File: src/design/mlbc_pkg.sv
// Shared types and codes for the multi-LED blink controller.
`default_nettype none
package mlbc_pkg;

    localparam int unsigned INDEX_WIDTH  = 3;
    localparam int unsigned FIELD_WIDTH  = 16;
    localparam int unsigned LEVELS_WIDTH = 8;

    localparam logic OP_TICK = 1'b0;
    localparam logic OP_SET  = 1'b1;

    typedef enum logic [1:0] {
        ST_IDLE,
        ST_TICK,
        ST_DONE
    } ctl_state_t;

endpackage
`default_nettype wire

File: src/design/multi_led_blink_controller.sv
// Top level of the multi-LED blink controller: entry memory, tick sweep and result register.
`default_nettype none
// Each beat on the s_ side is either a tick or a set command for one LED, and each one
// returns exactly one beat on the m_ side carrying the levels of LEDs 0 to 7 afterwards.
// Countdown, on interval and off interval of every LED live in one memory with one
// registered read port; levels and written-once flags sit in flops, so reset takes effect
// at once with no clearing pass. A set command writes its entry directly. A tick sweeps
// the memory one LED per cycle through that single read port, writing each updated
// entry back in the cycle after its read. A finished result waits in the output register;
// the next beat is taken once the result of the previous one has been loaded there.
module multi_led_blink_controller #(
    parameter int unsigned NUM_LEDS   = 8,
    parameter int unsigned TICK_WIDTH = 16
) (
    input  wire                                 aclk,
    input  wire                                 aresetn,
    input  wire                                 s_valid,
    output logic                                s_ready,
    input  wire                                 s_opcode,
    input  wire  [mlbc_pkg::INDEX_WIDTH-1:0]    s_led_index,
    input  wire                                 s_led_level,
    input  wire  [mlbc_pkg::FIELD_WIDTH-1:0]    s_on_ticks,
    input  wire  [mlbc_pkg::FIELD_WIDTH-1:0]    s_off_ticks,
    output logic                                m_valid,
    input  wire                                 m_ready,
    output logic [mlbc_pkg::LEVELS_WIDTH-1:0]   m_led_levels
);
    import mlbc_pkg::*;

    localparam int unsigned AW = (NUM_LEDS > 1) ? $clog2(NUM_LEDS) : 1;
    localparam int unsigned CW = $clog2(NUM_LEDS + 1);
    localparam int unsigned TW = TICK_WIDTH;
    localparam int unsigned EW = 3 * TW;

    // entry layout: {countdown, on interval, off interval}
    logic [EW-1:0] mem [NUM_LEDS];

    ctl_state_t state_reg, state_next;

    logic [NUM_LEDS-1:0]     lit_reg, lit_next;
    logic [NUM_LEDS-1:0]     vld_reg, vld_next;
    logic [CW-1:0]           cnt_reg, cnt_next;
    logic                    stage_vld_reg, stage_vld_next;
    logic [AW-1:0]           stage_idx_reg, stage_idx_next;
    logic                    m_valid_reg, m_valid_next;
    logic [LEVELS_WIDTH-1:0] m_levels_reg, m_levels_next;
    logic [EW-1:0]           rd_data_reg;

    logic          s_beat;
    logic          out_free;
    logic          issue;
    logic [AW-1:0] rd_addr;
    logic          wr_en;
    logic [AW-1:0] wr_addr;
    logic [EW-1:0] wr_data;

    logic [31:0]   idx_wide;
    logic [31:0]   on_wide;
    logic [31:0]   off_wide;
    logic [TW-1:0] set_on;
    logic [TW-1:0] set_off;
    logic          set_in_range;

    logic [EW-1:0] cur_entry;
    logic [TW-1:0] cur_cd;
    logic [TW-1:0] cur_on;
    logic [TW-1:0] cur_off;
    logic [TW-1:0] dec_cd;
    logic [TW-1:0] new_cd;
    logic          cur_lit;
    logic          new_lit;
    logic [LEVELS_WIDTH-1:0] levels_now;

    assign s_ready      = (state_reg == ST_IDLE);
    assign s_beat       = s_valid && s_ready;
    assign out_free     = !m_valid_reg || m_ready;
    assign m_valid      = m_valid_reg;
    assign m_led_levels = m_levels_reg;

    assign issue   = (state_reg == ST_TICK) && (32'(cnt_reg) < NUM_LEDS);
    assign rd_addr = cnt_reg[AW-1:0];

    // set command fields, masked to the interval width
    always_comb begin
        idx_wide     = 32'(s_led_index);
        on_wide      = 32'(s_on_ticks);
        off_wide     = 32'(s_off_ticks);
        set_on       = on_wide[TW-1:0];
        set_off      = (off_wide[TW-1:0] == '0) ? on_wide[TW-1:0] : off_wide[TW-1:0];
        set_in_range = idx_wide < NUM_LEDS;
    end

    // per-LED update for the entry read last cycle
    always_comb begin
        cur_entry = vld_reg[stage_idx_reg] ? rd_data_reg : '0;
        cur_cd    = cur_entry[EW-1 -: TW];
        cur_on    = cur_entry[2*TW-1 -: TW];
        cur_off   = cur_entry[TW-1:0];
        cur_lit   = lit_reg[stage_idx_reg];
        dec_cd    = (cur_cd > TW'(1)) ? cur_cd - TW'(1) : cur_cd;
        new_cd    = dec_cd;
        new_lit   = cur_lit;
        if ((dec_cd <= TW'(1)) && (cur_on != '0)) begin
            new_lit = !cur_lit;
            new_cd  = cur_lit ? cur_off : cur_on;
        end
    end

    always_comb begin
        levels_now = '0;
        for (int unsigned k = 0; k < LEVELS_WIDTH; k++) begin
            if (k < NUM_LEDS) begin
                levels_now[k] = lit_reg[k];
            end
        end
    end

    // next state
    always_comb begin
        state_next = state_reg;
        case (state_reg)
            ST_IDLE: begin
                if (s_beat) begin
                    state_next = (s_opcode == OP_SET) ? ST_DONE : ST_TICK;
                end
            end
            ST_TICK: begin
                if (!issue && !stage_vld_reg) begin
                    state_next = ST_DONE;
                end
            end
            ST_DONE: begin
                if (out_free) begin
                    state_next = ST_IDLE;
                end
            end
            default: state_next = ST_IDLE;
        endcase
    end

    // datapath and outputs
    always_comb begin
        lit_next       = lit_reg;
        vld_next       = vld_reg;
        cnt_next       = cnt_reg;
        stage_vld_next = 1'b0;
        stage_idx_next = stage_idx_reg;
        m_valid_next   = m_valid_reg && !m_ready;
        m_levels_next  = m_levels_reg;
        wr_en          = 1'b0;
        wr_addr        = idx_wide[AW-1:0];
        wr_data        = {set_on, set_on, set_off};
        case (state_reg)
            ST_IDLE: begin
                cnt_next = '0;
                if (s_beat && (s_opcode == OP_SET) && set_in_range) begin
                    wr_en              = 1'b1;
                    lit_next[wr_addr]  = s_led_level;
                    vld_next[wr_addr]  = 1'b1;
                end
            end
            ST_TICK: begin
                if (issue) begin
                    cnt_next       = cnt_reg + CW'(1);
                    stage_vld_next = 1'b1;
                    stage_idx_next = rd_addr;
                end
                // write back only entries that hold data; others still read as zero
                if (stage_vld_reg) begin
                    lit_next[stage_idx_reg] = new_lit;
                    if (vld_reg[stage_idx_reg]) begin
                        wr_en   = 1'b1;
                        wr_addr = stage_idx_reg;
                        wr_data = {new_cd, cur_on, cur_off};
                    end
                end
            end
            ST_DONE: begin
                if (out_free) begin
                    m_valid_next  = 1'b1;
                    m_levels_next = levels_now;
                end
            end
            default: ;
        endcase
    end

    always_ff @(posedge aclk) begin
        if (issue) begin
            rd_data_reg <= mem[rd_addr];
        end
        if (wr_en) begin
            mem[wr_addr] <= wr_data;
        end
    end

    always_ff @(posedge aclk) begin
        if (!aresetn) begin
            state_reg     <= ST_IDLE;
            lit_reg       <= '0;
            vld_reg       <= '0;
            cnt_reg       <= '0;
            stage_vld_reg <= 1'b0;
            m_valid_reg   <= 1'b0;
        end else begin
            state_reg     <= state_next;
            lit_reg       <= lit_next;
            vld_reg       <= vld_next;
            cnt_reg       <= cnt_next;
            stage_vld_reg <= stage_vld_next;
            m_valid_reg   <= m_valid_next;
        end
    end

    always_ff @(posedge aclk) begin
        stage_idx_reg <= stage_idx_next;
        m_levels_reg  <= m_levels_next;
    end

endmodule
`default_nettype wire

File: config.mk
export PLATFORM = sky130hd
export DESIGN_NAME = multi_led_blink_controller
export DESIGN_NICKNAME = d
export VERILOG_FILES = /design/src/design/mlbc_pkg.sv /design/src/design/multi_led_blink_controller.sv
export SDC_FILE = /design/constraint.sdc
export NUM_CORES = 1
export LEC_CHECK = 0
export ABC_AREA = 1
export BUFFER_PORTS_ARGS = -buffer_cell sky130_fd_sc_hd__buf_2
export CAP_MARGIN = 20
export CORE_MARGIN = 2
export CORE_UTILIZATION = 60
export CTS_CLUSTER_SIZE = 40
export DETAILED_ROUTE_END_ITERATION = 10
export PLACE_DENSITY = 0.87
export SETUP_SLACK_MARGIN = 0.5
export SLEW_MARGIN = 40
export SYNTH_ARGS = -nofsm -noshare
export SYNTH_HDL_FRONTEND = slang
export SYNTH_SLANG_ARGS = --single-unit
File: constraint.sdc
create_clock -name aclk -period 12.8 [get_ports aclk]
set_input_delay 1.92 -clock aclk [delete_from_list [all_inputs] [get_ports aclk]]
set_output_delay 1.92 -clock aclk [all_outputs]
set_load 0.03 [all_outputs]
**Word-level counts from Yosys, hierarchy flattened**

Memories as Yosys holds them, arrays and structs flattened. A register that Yosys moved wholly into a read port is not among the register bits.
Index checks and enable logic that the tools add are counted.

- Logic and storage cells: 93
- Output and inout port bits: 10
- Input port bits: 41
- Memory bits (writable): 384
- Memories: 1
- Flip-flop bits (word level): 35

- Equal/unequal tests: 8
- Bitwise logic cells: 1
- $lt $le $gt $ge: 7
- Add/sub/neg operators: 2
- Reduce and logical (&&, ||, !) cells: 25
- Muxes and demuxes: 41

Memory list:

| memory | words | bits a word | rd ports | clocked after memory_dff | write ports | line | text |
|---|---|---|---|---|---|---|---|
| mem | 8 | 48 | 1 | 1 | 1 | multi_led_blink_controller.sv:36 | `logic [EW-1:0] mem [NUM_LEDS];` |

Operators by type and width:

| operator | number |
|---|---|
| 48-bit 2-to-1 mux | 4 |
| 16-bit 2-to-1 mux | 4 |
| 8-bit bitwise mux | 2 |
| 16-bit by 1-bit greater-than comparator with 1-bit output, second input constant | 1 |
| 16-bit by 1-bit less-or-equal comparator with 1-bit output, second input constant | 1 |
| 16-bit zero test | 1 |
| 8-bit 2-to-1 mux | 2 |
| 8-bit one-hot mux with 2 select lines | 1 |
| 16-bit nonzero test | 1 |
| 16-bit by 1-bit subtractor with 16-bit output, second input constant | 1 |
| 1-bit 2-to-1 mux | 13 |
| 2-bit AND reduction | 5 |
| 3-bit 2-to-1 mux | 3 |
| 1-bit logical AND | 8 |
| 3-bit by 4-bit less-than comparator with 1-bit output, second input constant | 2 |
| 2-bit 2-to-1 mux | 4 |
| 8-bit bitwise OR | 1 |
| 4-bit one-hot mux with 2 select lines | 1 |
| 1-bit binary-select mux with 3-bit select | 2 |
| 1-bit demux with 3-bit select | 2 |
| 3-bit by 1-bit greater-or-equal comparator with 1-bit output, second input constant | 2 |
| 2-bit by 1-bit != test with 1-bit output, second input constant | 3 |
| 2-bit != test, second input constant | 3 |
| 2-bit one-hot mux with 3 select lines | 1 |
| other kinds (11) | 16 |

**Depth between registers and ports, before layout**

- Depth after elaboration: 11
- Gate-level depth with buffers: 25
- Mapped depth without buffers: 21

**Worst setup path after synthesis**

Ideal clock, no wire load.

- Path kind: input-to-reg
- From: in s_led_index[1] in the netlist's numbering
- To: mem mem[1][0] in the netlist's numbering, enable pin
- Path buffers: 0
- Data arrival time: 4.351 ns
- Path slack: 7.995 ns
- Required time: 12.346 ns
- Stages: 5
- Library setup time: 0.454 ns
- Cell sequence: inv_1 > nand2_1 > o21ai_0 > nand2_1 > nor2_1

- Word-level cells in the longest chain between the ends: 3

Ends and longest elaborated chain:

| item | line | text |
|---|---|---|
| from (decl) | multi_led_blink_controller.sv:20 | `input wire [mlbc_pkg::INDEX_WIDTH-1:0] s_led_index,` |
| 3-bit 2-to-1 mux | multi_led_blink_controller.sv:171 | `if (vld_reg[stage_idx_reg]) begin` |
| 3-bit 2-to-1 mux | multi_led_blink_controller.sv:169 | `if (stage_vld_reg) begin` |
| 3-bit 2-to-1 mux * | multi_led_blink_controller.sv:153 | `case (state_reg)` |
| to (decl) | multi_led_blink_controller.sv:36 |  |

Every way passes the cells marked *; elsewhere a longest branch is shown, timed or not.

**Worst setup path after layout**

- From: reg stage_idx_reg[1]
- To: mem mem[1][47] in the netlist's numbering (data pin)

- Word-level cells in the longest chain between the ends: 11
- Elaborated cells on any way between the ends: 16
- Those cells by class: add/sub (1); order compare (2); mux (11); reduce/logical (2)

Ends and longest elaborated chain:

| item | line | text |
|---|---|---|
| from (decl) | multi_led_blink_controller.sv:44 | `logic [AW-1:0] stage_idx_reg, stage_idx_next;` |
| from (signal assigned) | multi_led_blink_controller.sv:216 | `stage_idx_reg <= stage_idx_next;` |
| 1-bit binary-select mux with 3-bit select | multi_led_blink_controller.sv:95, multi_led_blink_controller.sv:171 |  |
| 1-bit 2-to-1 mux (not written as such) | multi_led_blink_controller.sv:95, multi_led_blink_controller.sv:171 |  |
| 48-bit 2-to-1 mux | multi_led_blink_controller.sv:95 | `cur_entry = vld_reg[stage_idx_reg] ? rd_data_reg : '0;` |
| 16-bit by 1-bit subtractor with 16-bit output or 16-bit by 1-bit greater-than comparator with 1-bit output (tied branches) | multi_led_blink_controller.sv:100 | `dec_cd = (cur_cd > TW'(1)) ? cur_cd - TW'(1) : cur_cd;` |
| 16-bit 2-to-1 mux | multi_led_blink_controller.sv:100 |  |
| 16-bit by 1-bit less-or-equal comparator with 1-bit output | multi_led_blink_controller.sv:103 | `if ((dec_cd <= TW'(1)) && (cur_on != '0)) begin` |
| 1-bit logical AND | multi_led_blink_controller.sv:103 |  |
| 16-bit 2-to-1 mux | multi_led_blink_controller.sv:103 |  |
| 48-bit 2-to-1 mux * | multi_led_blink_controller.sv:171 |  |
| 48-bit 2-to-1 mux * | multi_led_blink_controller.sv:169 |  |
| 48-bit 2-to-1 mux * | multi_led_blink_controller.sv:153 |  |
| via wr_data[47] | multi_led_blink_controller.sv:55 | `logic [EW-1:0] wr_data;` |

Mark *: on every way through the listed nets, which the timed path passes. The rest lies on a longest branch. The select of a mux whose other input is x is not followed.

==> results.md <==
- The number of nets produced by synthesis is 1802.
- At the worst endpoint, the required time is 13.05 ns.
- The endpoint identified for the worst register-to-register timing path is mem[1][47].
- The cell depth of the worst min-delay path is 0.
- The clock-pin slew on the worst setup and hold paths is 0.06 ns.
- The area added between synthesis and finish is 10.58%.
- Summing all multi-input logic gate instances after layout gives 5273 um^2.
- Per report_power, the clock group accounts for 36.8% of the total.
- The worst slew slack as a fraction of its limit is 43.05%.
- Port buffering added 50 buffers.
- The final layout contains routed wiring with a total length of 49510 um.
- After synthesis, the mean cell area works out to 11.20 um^2.
- The cell count after synthesis is 1758.
- Once the floorplan was initialized, standard cells occupied 60.69% of the core.
- The flip-flop and latch area is 13790 um^2.
- The post-route netlist has 9.071% of its cells at a drive strength greater than 1.
- The synthesized flop and latch total is 467.
- After floorplanning, the core was divided into 66 placement rows.
- The violation count after the first detailed-route iteration is 2106.
- The net switching component of the power is 0.0009303 W.
- The remaining antenna violation count after routing is 0.
- In the global route stage, overall resource usage came out at 29.18%.
- The leading cell type by number of instances after synthesis is sky130_fd_sc_hd__edfxtp_1.
- Cells fill 67.11% of the core in the end.
- The width of the chip is 185.2 um.
- The category of the most critical setup path is register to register.
- The standard cell core area is 32450 um^2.
- Buffers inserted to repair hold after CTS numbered 0.
- The worst ir drop on vdd is 0.1357 mV.
- The worst setup path is captured at a register.
- The proportion of netlist area held by the largest area contributor is 67.54%.
- The final net count is 1816.
- The tree is rooted in a sky130_fd_sc_hd__clkbuf_16.
- The slew at the pin closest to its max-slew limit is 0.8543 ns.
- The buffer depth of the longest clock path is 3.
- Counting flops with an async set or reset pin after synthesis yields a share of 0%.
- The category of the worst setup path launch point is a register.
- The yosys synthesis warning count is 0.
- Power spread over the standard cell area amounts to 162.6 nW/um^2.
- The combinational group share of total power is 12.5%.
- The worst register-to-register path begins at stage_idx_reg[1].
- Counting instances in the post-synthesis netlist gives the leading cell types as sky130_fd_sc_hd__edfxtp_1 (443), sky130_fd_sc_hd__nor2_1 (396), sky130_fd_sc_hd__o21ai_0 (228), sky130_fd_sc_hd__nand2_1 (194), sky130_fd_sc_hd__clkbuf_1 (77).
- The worst clock skew is 0.03663 ns.
- TritonCTS created 45 clock buffers.
- The final number of max-transition violations came to 0.
- The number of enable-type register cells in the synthesized netlist is 443.
- The number of global-route vias before repair is 14.00k.
- The post-DP HPWL is 27460 um.
- The highest net fanout along the worst path is 68.
- The total count of hold-check failures in the final report is 0.
- CTS saw 467 sinks.
- The clock tree synthesis step divided the H-tree into 2 levels.
- The detailed-route vias per instance is 6.360.
- The register with the most flip-flops in the layout has 384 of them.
- The number of antenna diodes in the final layout is 0.
- The worst hold path belongs to the class register to register.
- The fill cell total of the finished layout is 2143.
- For the worst setup path, the data arrival time is 4.89 ns.
- The analysis attributes to cell leakage a power of 7.615 nW.
- The largest net degree at the start of global routing is 135.
- The startpoint identified for the worst hold timing path is levels_now[5].
- Setup repair after global routing left no endpoint under its margin.
- The number of max-cap violations is 0.
- Among all flip-flop cells after synthesis, the most frequent one is sky130_fd_sc_hd__edfxtp_1.
- The buffers inserted during post-CTS setup optimization is 0.
- The register-to-register path setup slack is 8.17 ns.
- The path with the worst hold slack has its endpoint at m_led_levels[5].
- The number of optimization iterations in the first detailed-route pass is 6.
- TritonCTS built the clock tree.
- The sequential power share is 50.6%.
- The post-route fraction of the period consumed by the critical path is 36.21%.
- The maximum operating frequency is 215.8 MHz.
- In the final timing run, aggregate negative setup slack is 0 ns.
- Setup violations remaining at the end of the flow were counted as 0.
- The tightest hold path in the finished design has a slack of 0.4673 ns.
- From bottom edge to top edge, the die measures 185.2 um.
- At the end of routability-driven placement, the weighted congestion stood at 0.8756.
- At the later pin of the worst-skew pair, clock insertion delay measures 0.56 ns.
- The count of boundary I/O pins is 51.
- The netlist uses 43 different library cells.
- Measured in cells, the most critical reg-to-reg path has a length of 19.
- The number of antenna violations at the first check in global routing is 0.
- The wire length per cell after detailed routing is 22.01 um.
- The flow ran to the end, and the final reports show no timing, DRC or antenna violations.
- For this run the aggregate overflow at the end of global routing stands at 0.
- The fraction of power spent switching nets is 26.27%.
- The sequential fraction of the synthesis area is 69.98%.
- The first global-routing pass estimated 76000 um of wire.
- The number of vias in the routed layout is 14.31k.
- Cell internal power was estimated by the tool at 0.002611 W.
- The die area is 34290 um^2.
- In the post-synthesis netlist, the biggest area contributors are sky130_fd_sc_hd__edfxtp_1 (68%), sky130_fd_sc_hd__nor2_1 (7.5%), sky130_fd_sc_hd__o21ai_0 (5.8%).
- The post-synthesis instance area is 19700 um^2.
- The largest area contributor in the synthesized netlist is sky130_fd_sc_hd__edfxtp_1.
- Counting I/O delays and the setup requirement, the final critical path takes 4.635 ns.
- After clock tree synthesis, the repair step resized 0 gates.
- For this run, design rule violations remaining after detail routing come to 0.
## kinds of logic after synthesis
logic type | count (synthesis) | share of synthesized area (%)
flip-flops | 467 | 69.98
buffers and inverters | 177 | 3.697
AO/OA/AOI/OAI | 419 | 11.92
adder cells (fa/ha/maj) | 3 | 0.1906
AND/OR/NAND/NOR | 688 | 14.03
XOR/XNOR | 4 | 0.1779
## worst max path at each step
| stage | to | cells after the start | start | slack, ns |
|---|---|---|---|---|
| after floorplan | mem[1][0] | 5 | s_led_index[1] | 7.99 |
| after global placement | mem[7][5] | 8 | s_led_index[0] | 8.59 |
| after detailed placement | mem[2][47] | 19 | stage_idx_reg[1] | 8.39 |
| after CTS | mem[3][47] | 19 | stage_idx_reg[1] | 8.33 |
| after global routing | mem[3][47] | 19 | stage_idx_reg[1] | 7.81 |
| final | mem[1][47] | 19 | stage_idx_reg[1] | 8.17 |
## cell type report
cell class,instances,share of cell area [%]
clock buffer,55,5.343
clock inverter,28,1.333
inverter,75,1.333
multi-input combinational,1114,24.21
sequential,467,63.32
tap,442,2.539
timing repair buffer,69,1.925
## routing by layer
metal / vias to the layer above / GRT usage (%) / share of wire [%]
met4: 0 / 12.76 / 3.9
met3: 165 / 5.014 / 12
met1: 6747 / 38.78 / 35
li1: 6319 / - / -
met5: - / 0 / 0
met2: 1080 / 47.85 / 48
## placed cells by master, fill, tap and decap left out, types with 22 or more instances in the layout
cell type                   instances
sky130_fd_sc_hd__inv_1             66
sky130_fd_sc_hd__buf_2             50
sky130_fd_sc_hd__nand3_1           54
sky130_fd_sc_hd__nand2_1          194
sky130_fd_sc_hd__o22ai_1           54
sky130_fd_sc_hd__o21ai_0          225
sky130_fd_sc_hd__nor2_1           386
sky130_fd_sc_hd__clkbuf_16         45
sky130_fd_sc_hd__a21oi_1           37
sky130_fd_sc_hd__dfxtp_1           22
sky130_fd_sc_hd__a31oi_1           61
sky130_fd_sc_hd__edfxtp_1         443
## through the flow
stage          power, W  setup WS (ns)  cells  instance area (um^2)
6_report       0.003541          8.165   2250                 21780
5_1_grt        0.003642          7.815   2250                 21780
4_1_cts        0.003535          8.332   2250                 21750
3_5_place_dp   0.002247          8.392   2167                 20290
3_3_place_gp   0.002225          8.593   2166                 20270
2_1_floorplan  0.002116          7.995   1758                 19700
## critical path, stage by stage, from the launching register on
cell	delay, ns
sky130_fd_sc_hd__edfxtp_1	0.55
sky130_fd_sc_hd__nor2_2	0.23
sky130_fd_sc_hd__nand3_1	0.09
sky130_fd_sc_hd__nand2_1	0.09
sky130_fd_sc_hd__nor2_2	0.05
sky130_fd_sc_hd__nand2_2	0.05
sky130_fd_sc_hd__buf_4	0.50
sky130_fd_sc_hd__nand2_1	0.30
sky130_fd_sc_hd__ha_1	0.32
sky130_fd_sc_hd__o21ai_0	0.19
sky130_fd_sc_hd__inv_1	0.11
sky130_fd_sc_hd__nand3_4	0.20
sky130_fd_sc_hd__nand3_1	0.17
sky130_fd_sc_hd__nand4_1	0.15
sky130_fd_sc_hd__nor2_2	0.05
sky130_fd_sc_hd__nand2_1	0.44
sky130_fd_sc_hd__clkinv_2	0.29
sky130_fd_sc_hd__nand2_1	0.12
sky130_fd_sc_hd__nand3_1	0.07
sky130_fd_sc_hd__o21ai_0	0.31
## power groups by stage
stage | Sequential, W | Combinational, W | Clock (W)
6_report | 0.00179 | 0.000444 | 0.00130
5_1_grt | 0.00180 | 0.000481 | 0.00136
4_1_cts | 0.00179 | 0.000433 | 0.00131
3_5_place_dp | 0.00182 | 0.000426 | 0
3_3_place_gp | 0.00182 | 0.000407 | 0
2_1_floorplan | 0.00180 | 0.000311 | 0
No activity file was read; power rests on OpenSTA's default activity.
